### config.mk
export PLATFORM = sky130hd
export DESIGN_NAME = esc_temp
export DESIGN_NICKNAME = d
export VERILOG_FILES = /design/src/esc_pkg.sv /design/src/esc_temp.sv
export SDC_FILE = /design/constraint.sdc
export NUM_CORES = 2
export LEC_CHECK = 0
export BUFFER_PORTS_ARGS = -buffer_cell sky130_fd_sc_hd__buf_4
export CAP_MARGIN = 25
export CORE_ASPECT_RATIO = 1.4
export CORE_MARGIN = 3
export CORE_UTILIZATION = 25
export DETAILED_ROUTE_END_ITERATION = 8
export SKIP_LAST_GASP = 1
export SYNTH_ARGS = -nofsm -noshare
export SYNTH_HDL_FRONTEND = slang
export SYNTH_SLANG_ARGS = --single-unit
### constraint.sdc
create_clock -name clock -period 7.7 [get_ports clock]
set_input_delay 2.31 -clock clock [delete_from_list [all_inputs] [get_ports clock]]
set_output_delay 2.31 -clock clock [all_outputs]
set_load 0.02 [all_outputs]
### src/esc_pkg.sv
// Shared types, constants, stage map and helpers for the sensor compensation core.
`timescale 1ns / 1ps
`default_nettype none
package esc_pkg;

   localparam int unsigned RAW_PRESS_W = 20;
   localparam int unsigned RAW_TEMP_W  = 20;
   localparam int unsigned RAW_HUM_W   = 16;
   localparam int unsigned HUM_OUT_W   = 17;
   localparam int unsigned CSR_INDEX_W = 3;
   localparam int unsigned CSR_DATA_W  = 64;

   // Pipeline stage map (register stage numbers, first stage is 1)
   localparam int unsigned S_TFINE    = 4;
   localparam int unsigned S_TEMP     = 5;
   localparam int unsigned S_HUM      = 12;
   localparam int unsigned S_A        = 5;
   localparam int unsigned S_M1       = 6;
   localparam int unsigned S_M2       = 8;
   localparam int unsigned S_B        = 10;
   localparam int unsigned S_X        = 11;
   localparam int unsigned S_M3       = 12;
   localparam int unsigned S_ABS      = 14;
   localparam int unsigned DIV_BITS   = 2;
   localparam int unsigned DIV_STAGES = 64 / DIV_BITS;
   localparam int unsigned S_DIV      = S_ABS + 1;
   localparam int unsigned S_NEG      = S_ABS + DIV_STAGES + 1;
   localparam int unsigned S_M4       = S_NEG + 1;
   localparam int unsigned S_M5       = S_M4 + 2;
   localparam int unsigned S_SUM      = S_M5 + 2;
   localparam int unsigned DEPTH      = S_SUM + 1;

   // Compensation constants
   localparam logic [63:0] P_OFFSET  = 64'd128000;
   localparam logic [63:0] P_SCALE   = 64'd3125;
   localparam logic [63:0] P_BASE    = 64'd1048576;
   localparam logic [63:0] P_HALF    = 64'h0000_8000_0000_0000;
   localparam logic [31:0] T_ROUND   = 32'd128;
   localparam logic [31:0] H_OFFSET  = 32'd76800;
   localparam logic [31:0] H_MAX     = 32'd419430400;
   localparam logic [31:0] H_ROUND   = 32'd16384;
   localparam logic [31:0] H_BIAS    = 32'd2097152;
   localparam logic [31:0] H_ROUND2  = 32'd8192;
   localparam logic [31:0] H_UNITY   = 32'd32768;
   localparam logic [HUM_OUT_W-1:0] HUM_OUT_MAX = 17'd102400;

   typedef logic [DEPTH:1] stage_en_type;

   typedef struct packed {
      logic [47:0] temp;
      logic [63:0] press_lo;
      logic [63:0] press_hi;
      logic [47:0] mixed;
      logic [31:0] hum;
   } cal_type;

   typedef enum logic [CSR_INDEX_W-1:0] {
      CSR_CAL_TEMP     = 0,
      CSR_CAL_PRESS_LO = 1,
      CSR_CAL_PRESS_HI = 2,
      CSR_CAL_MIXED    = 3,
      CSR_CAL_HUM      = 4
   } csr_index_type;

   function automatic logic [63:0] sx16_64(logic [15:0] v);
      return {{48{v[15]}}, v};
   endfunction

   function automatic logic [31:0] sx16_32(logic [15:0] v);
      return {{16{v[15]}}, v};
   endfunction

   function automatic logic [31:0] sx8_32(logic [7:0] v);
      return {{24{v[7]}}, v};
   endfunction

endpackage
`default_nettype wire

### src/esc_temp.sv
// Temperature path: fine temperature term and temperature in hundredths of a degree.
`timescale 1ns / 1ps
`default_nettype none
module esc_temp import esc_pkg::*; (
   input  wire logic                  clock,
   input  wire stage_en_type          en,
   input  wire cal_type               cal,
   input  wire logic [RAW_TEMP_W-1:0] raw_temperature,
   output logic      [31:0]           tfine,
   output logic      [31:0]           temp_centi
);
   logic [15:0] t1;
   logic [31:0] t2, t3;
   logic [31:0] u1_ff, u1_in, d_ff, d_in;
   logic [31:0] v1m_ff, v1m_in, dd_ff, dd_in;
   logic [31:0] v1_ff, v1_in, w_ff, w_in;
   logic [31:0] tfine_ff, tfine_in;
   logic [31:0] temp_ff, temp_in;

   assign t1 = cal.temp[15:0];
   assign t2 = sx16_32(cal.temp[31:16]);
   assign t3 = sx16_32(cal.temp[47:32]);

   always_comb begin
      u1_in    = 32'(raw_temperature >> 3) - {15'd0, t1, 1'b0};
      d_in     = 32'(raw_temperature >> 4) - {16'd0, t1};
      v1m_in   = u1_ff * t2;
      dd_in    = d_ff * d_ff;
      v1_in    = 32'($signed(v1m_ff) >>> 11);
      w_in     = 32'($signed(dd_ff) >>> 12) * t3;
      tfine_in = v1_ff + 32'($signed(w_ff) >>> 14);
      temp_in  = 32'($signed((tfine_ff << 2) + tfine_ff + T_ROUND) >>> 8);
   end

   always_ff @(posedge clock) begin
      if (en[1]) begin
         u1_ff <= u1_in;
         d_ff  <= d_in;
      end
      if (en[2]) begin
         v1m_ff <= v1m_in;
         dd_ff  <= dd_in;
      end
      if (en[3]) begin
         v1_ff <= v1_in;
         w_ff  <= w_in;
      end
      if (en[S_TFINE]) begin
         tfine_ff <= tfine_in;
      end
      if (en[S_TEMP]) begin
         temp_ff <= temp_in;
      end
   end

   assign tfine      = tfine_ff;
   assign temp_centi = temp_ff;
endmodule
`default_nettype wire

Yosys cells after proc, flatten, opt, wreduce, memory -nomap -nowiden
Index checks and enable logic that the tools add are counted.
{"block": "word_totals", "inputBits": 330, "out_inout_bits": 64, "ff_bits": 237}
{"block": "op_classes", "multipliers": 3, "addsub": 5}
{"op": "adder 32 bit", "n": 1}
{"op": "adder 32 x 8 -> 32 bit (second input constant)", "n": 1}
{"op": "multiplier 20 x 16 -> 32 bit", "n": 1}
{"op": "multiplier 32 x 16 -> 32 bit", "n": 1}
{"op": "multiplier 32 x 32 -> 32 bit", "n": 1}
{"op": "adder 21 x 18 -> 22 bit", "n": 1}
{"op": "subtractor 17 x 17 -> 18 bit", "n": 1}
{"op": "subtractor 16 x 16 -> 17 bit", "n": 1}

Depth between registers and ports, before layout
{"block": "depth", "ltp_word": 2, "depth_mapped": 28}

Worst setup path after synthesis
Ideal clock, no wire load.
{"block": "synth_timing", "kind": "input to register", "start": "input port cal[241] in the netlist's numbering", "end": "register w_ff[30], data pin", "arrival_ps": 8013, "stages": 25, "setup_time_ps": 258, "slack_ps": -571, "path_buffers": 2, "path_cell_list": "clkbuf_1 clkbuf_1 nand2_1 fa_1 inv_1 fa_1 inv_1 fa_1 inv_1 fa_1 inv_1 fa_1 inv_1 fa_1 ha_1 nand2_1 o21ai_1 nand2b_1 a21oi_1 o31ai_2 o311ai_4 a21boi_2 o21a_4 o22ai_1 xnor2_1"}
{"block": "synth_via", "elab_chain_len": 1}
{"item": "start: declaration", "line": "esc_temp.sv:7", "rtl": "input wire cal_type cal,"}
{"item": "multiplier 20 x 16 -> 32 bit", "line": "esc_temp.sv:30", "rtl": "w_in = 32'($signed(dd_ff) >>> 12) * t3;"}
{"item": "net w_in[30]", "line": "esc_temp.sv:16", "rtl": "logic [31:0] v1_ff, v1_in, w_ff, w_in;"}
{"item": "end signal: assignment", "line": "esc_temp.sv:46", "rtl": "w_ff <= w_in;"}
{"item": "end: declaration", "line": "esc_temp.sv:16"}
The timed path passes the listed nets, and every way through them passes these cells.
A chain may end at the register's enable or synchronous reset.

Worst setup path after layout
{"block": "layout_timing", "start": "input port cal[241] in the netlist's numbering", "end": "register w_ff[28], data pin"}
The elaborated chain is that of the path after synthesis.

==> flow_summary_export.csv <==
group,metric,value,unit
timing,rsz0062_at_grt,"true",
finish,final_common_cell,"inv_1",
global_route,grt_max_degree,42,
worst_setup_path,crit_required,7930,ps
timing,min_period,7550,ps
timing,clock.fmax,132,MHz
run,cap_violations,0,
cts,cts_buffers,17,
cts,clock_path_buffers,2,
die,dieArea,158000,um^2
timing,min_period_over_period,0.980,
global_route,antenna_found_initial,1,
synthesis,netlist_instances,3901,
cts,cts_hold_buf,0,
finish,nNetsFinal,5739,
routing,drt-total-wl,90.1,mm
synthesis,synth.avg_cell_area,9.84,um^2
routing,drt_first_pass_iters,5,
die,core-area,152000,um^2
routing,antenna_left,0,
synthesis,synth-seq-cells,144,
cts,cts_sinks,144,
die,die_w,337,um
timing,slew-limit-headroom,0.482,
place,place_worst_setup_slack,-818,ps
routing,via_per_inst,4.22,
timing,holdWs,419,ps
synthesis,seq_area_frac_synth,0.113,
routing,drc_errors,0,
synthesis,ys.flop_type,"edfxtp_1",
synthesis,syn_area,38400,um^2
worst_setup_path,criticalPathCategory,"in -> reg",
global_route,overflow,0,
routing,vias,25900,
finish,final_cell_mix,"1,016 x inv_1, 858 x fa_1, 403 x nand2_1",
routing,drt-initial-drc-count,1008,
die,fp.dieH,470,um
timing,worst_slack,151,ps
place,io_buffers,134,
finish,final_util,0.295,
synthesis,async_reset_ff_frac,0,
timing,hold_violations,0,
global_route,grt_pass1_vias,29000,
die,num_rows,169,
routing,wl_per_cell,14.7,um
finish,diodes,0,
worst_setup_path,startpoint_type,"primary input",
die,initial_utilization,0.252,
synthesis,synth_cell_types,63,
place,dp_hpwl,79.3,mm
global_route,grt_pass1_wl,147,mm
min_path,holdPathStages,0,
timing,setup_viol,0,
synthesis,synth_top_cell_area_share,0.450,
worst_setup_path,end_kind,"flop",
global_route,grt_use_total,0.117,
timing,tightest_slew,758,ps
worst_setup_path,cp.arrival,7780,ps
finish,drive_gt1_frac,0.136,
timing,fin_skew,13.5,ps
run_status,status,"completed",
cts,cts_tree,"done",
die,ioPinCount,394,
finish,final_cell_area,44800,um^2
finish,syn2layout_area_growth,16.7,%
synthesis,synth_nets,5470,
synthesis,synth_top_cells_by_area,"fa_1 45%, ha_1 12%, edfxtp_1 11%, inv_1 10%, and2_1 4.9%",
synthesis,yosys_warnings,0,
worst_setup_path,reg2reg_depth,26,
timing,maxSlewViolCount,0,
min_path,min_path_type,"reg -> reg",
cts,htreeDepth,4,
cts,clkTransAtPathRegs,70,ps
place,place.gp.congestion,0.856,
synthesis,synth_top_area_cell,"fa_1",
cts,clock_latency,480,ps
place,dpl_cell_area,43200,um^2
synthesis,synth_edf_count,144,
cts,cts-root-buf,"clkbuf_16",
worst_setup_path,path_max_fanout,6,
## critical path, stage by stage
cell,delay [ps]
buf_12,120
buf_8,130
nand2_2,80
inv_2,70
fa_2,560
inv_2,50
fa_1,460
fa_1,510
inv_1,50
fa_1,550
inv_1,70
fa_1,450
fa_1,500
inv_2,50
ha_4,260
and4_4,210
buf_4,110
nand4_1,130
o31ai_4,330
o311ai_4,130
a21boi_2,180
o21a_4,170
buf_6,100
nor2_1,40
buf_4,150
## per-layer routing
| metal | up-vias | global-route usage | share of wire |
|---|---|---|---|
| met5 | - | 0 | 0.00022 |
| met4 | 2 | 0.0392 | 0.034 |
| met3 | 157 | 0.0129 | 0.033 |
| met2 | 456 | 0.220 | 0.54 |
| met1 | 13300 | 0.135 | 0.39 |
| li1 | 12000 | - | - |
## path summary, 6_finish.rpt
check / from / to / slack [ps]
setup / recovery: cal[241] / w_ff[28]$_DFFE_PP_ / 150
hold / removal: v1m_ff[26]$_DFFE_PP_ / v1_ff[15]$_DFFE_PP_ / 420
setup reg to reg: u1_ff[3]$_DFFE_PP_ / dd_ff[30]$_DFFE_PP_ / 340
hold reg to reg: v1m_ff[26]$_DFFE_PP_ / v1_ff[15]$_DFFE_PP_ / 420
## logic make-up (layout without fill, tap and decap cells)
logic type,Yosys count,count (layout),share of synthesized area
simple gates,939,939,0.119
flops,144,144,0.113
mux,1,1,0.000261
xor+xnor,173,173,0.0395
buf+inv,1185,1467,0.118
compound gates,220,220,0.0384
fa+ha+maj,1239,1239,0.573
## stage by stage
| stage | setup TNS (ps) | std cells |
|---|---|---|
| after floorplan | -551 | 3901 |
| after global placement | -10580 | 6096 |
| after detailed placement | -11010 | 6096 |
| after CTS | -13.2 | 6130 |
| after global routing | -205 | 6149 |
| final | 0 | 6149 |
## cell usage after synthesis (all sizes together) (3+ instances only)
library cell	instances
and2	299
and4	3
nand2b	27
o2111ai	3
a41oi	3
o21ai	40
a211oi	8
a21boi	8
xor2	33
o21bai	3
edfxtp	144
and3	8
a31oi	8
inv	1034
o211ai	6
a21oi	67
xnor2	140
nand4	8
clkbuf	127
or2	9
a21o	22
nor2b	20
fa	863
ha	376
buf	22
nor3	21
o22ai	3
o31ai	5
nand3	10
nand2	428
or3	6
o21a	25
nor2	94
## flip-flops by register name, indices dropped and copies added, names as in the netlist
signal	cells
tfine	22
dd_ff	20
w_ff	18
temp_centi	24
v1_ff	21
v1m_ff	21
u1_ff	18
## final cells by class
| cell class | instances | area, um^2 |
|---|---|---|
| clock buffers | 17 | 425 |
| clock inverters | 15 | 169 |
| inverters | 1036 | 3900 |
| repair buffers | 399 | 3380 |
| well taps | 1966 | 2460 |
| multi-input cells | 2572 | 30100 |
| fillers | 15800 | 107000 |
| flip-flops and latches | 144 | 4320 |
## timing repair
action	in CTS	in global routing
gates resized for setup	16	153
cloned	0	4
setup buffers	2	16
pin swaps	10	80
endpoints found under the setup margin	11	22
Power is not shown: default switching activity piles up to over one toggle a cycle in this logic, so the estimate is an artifact.
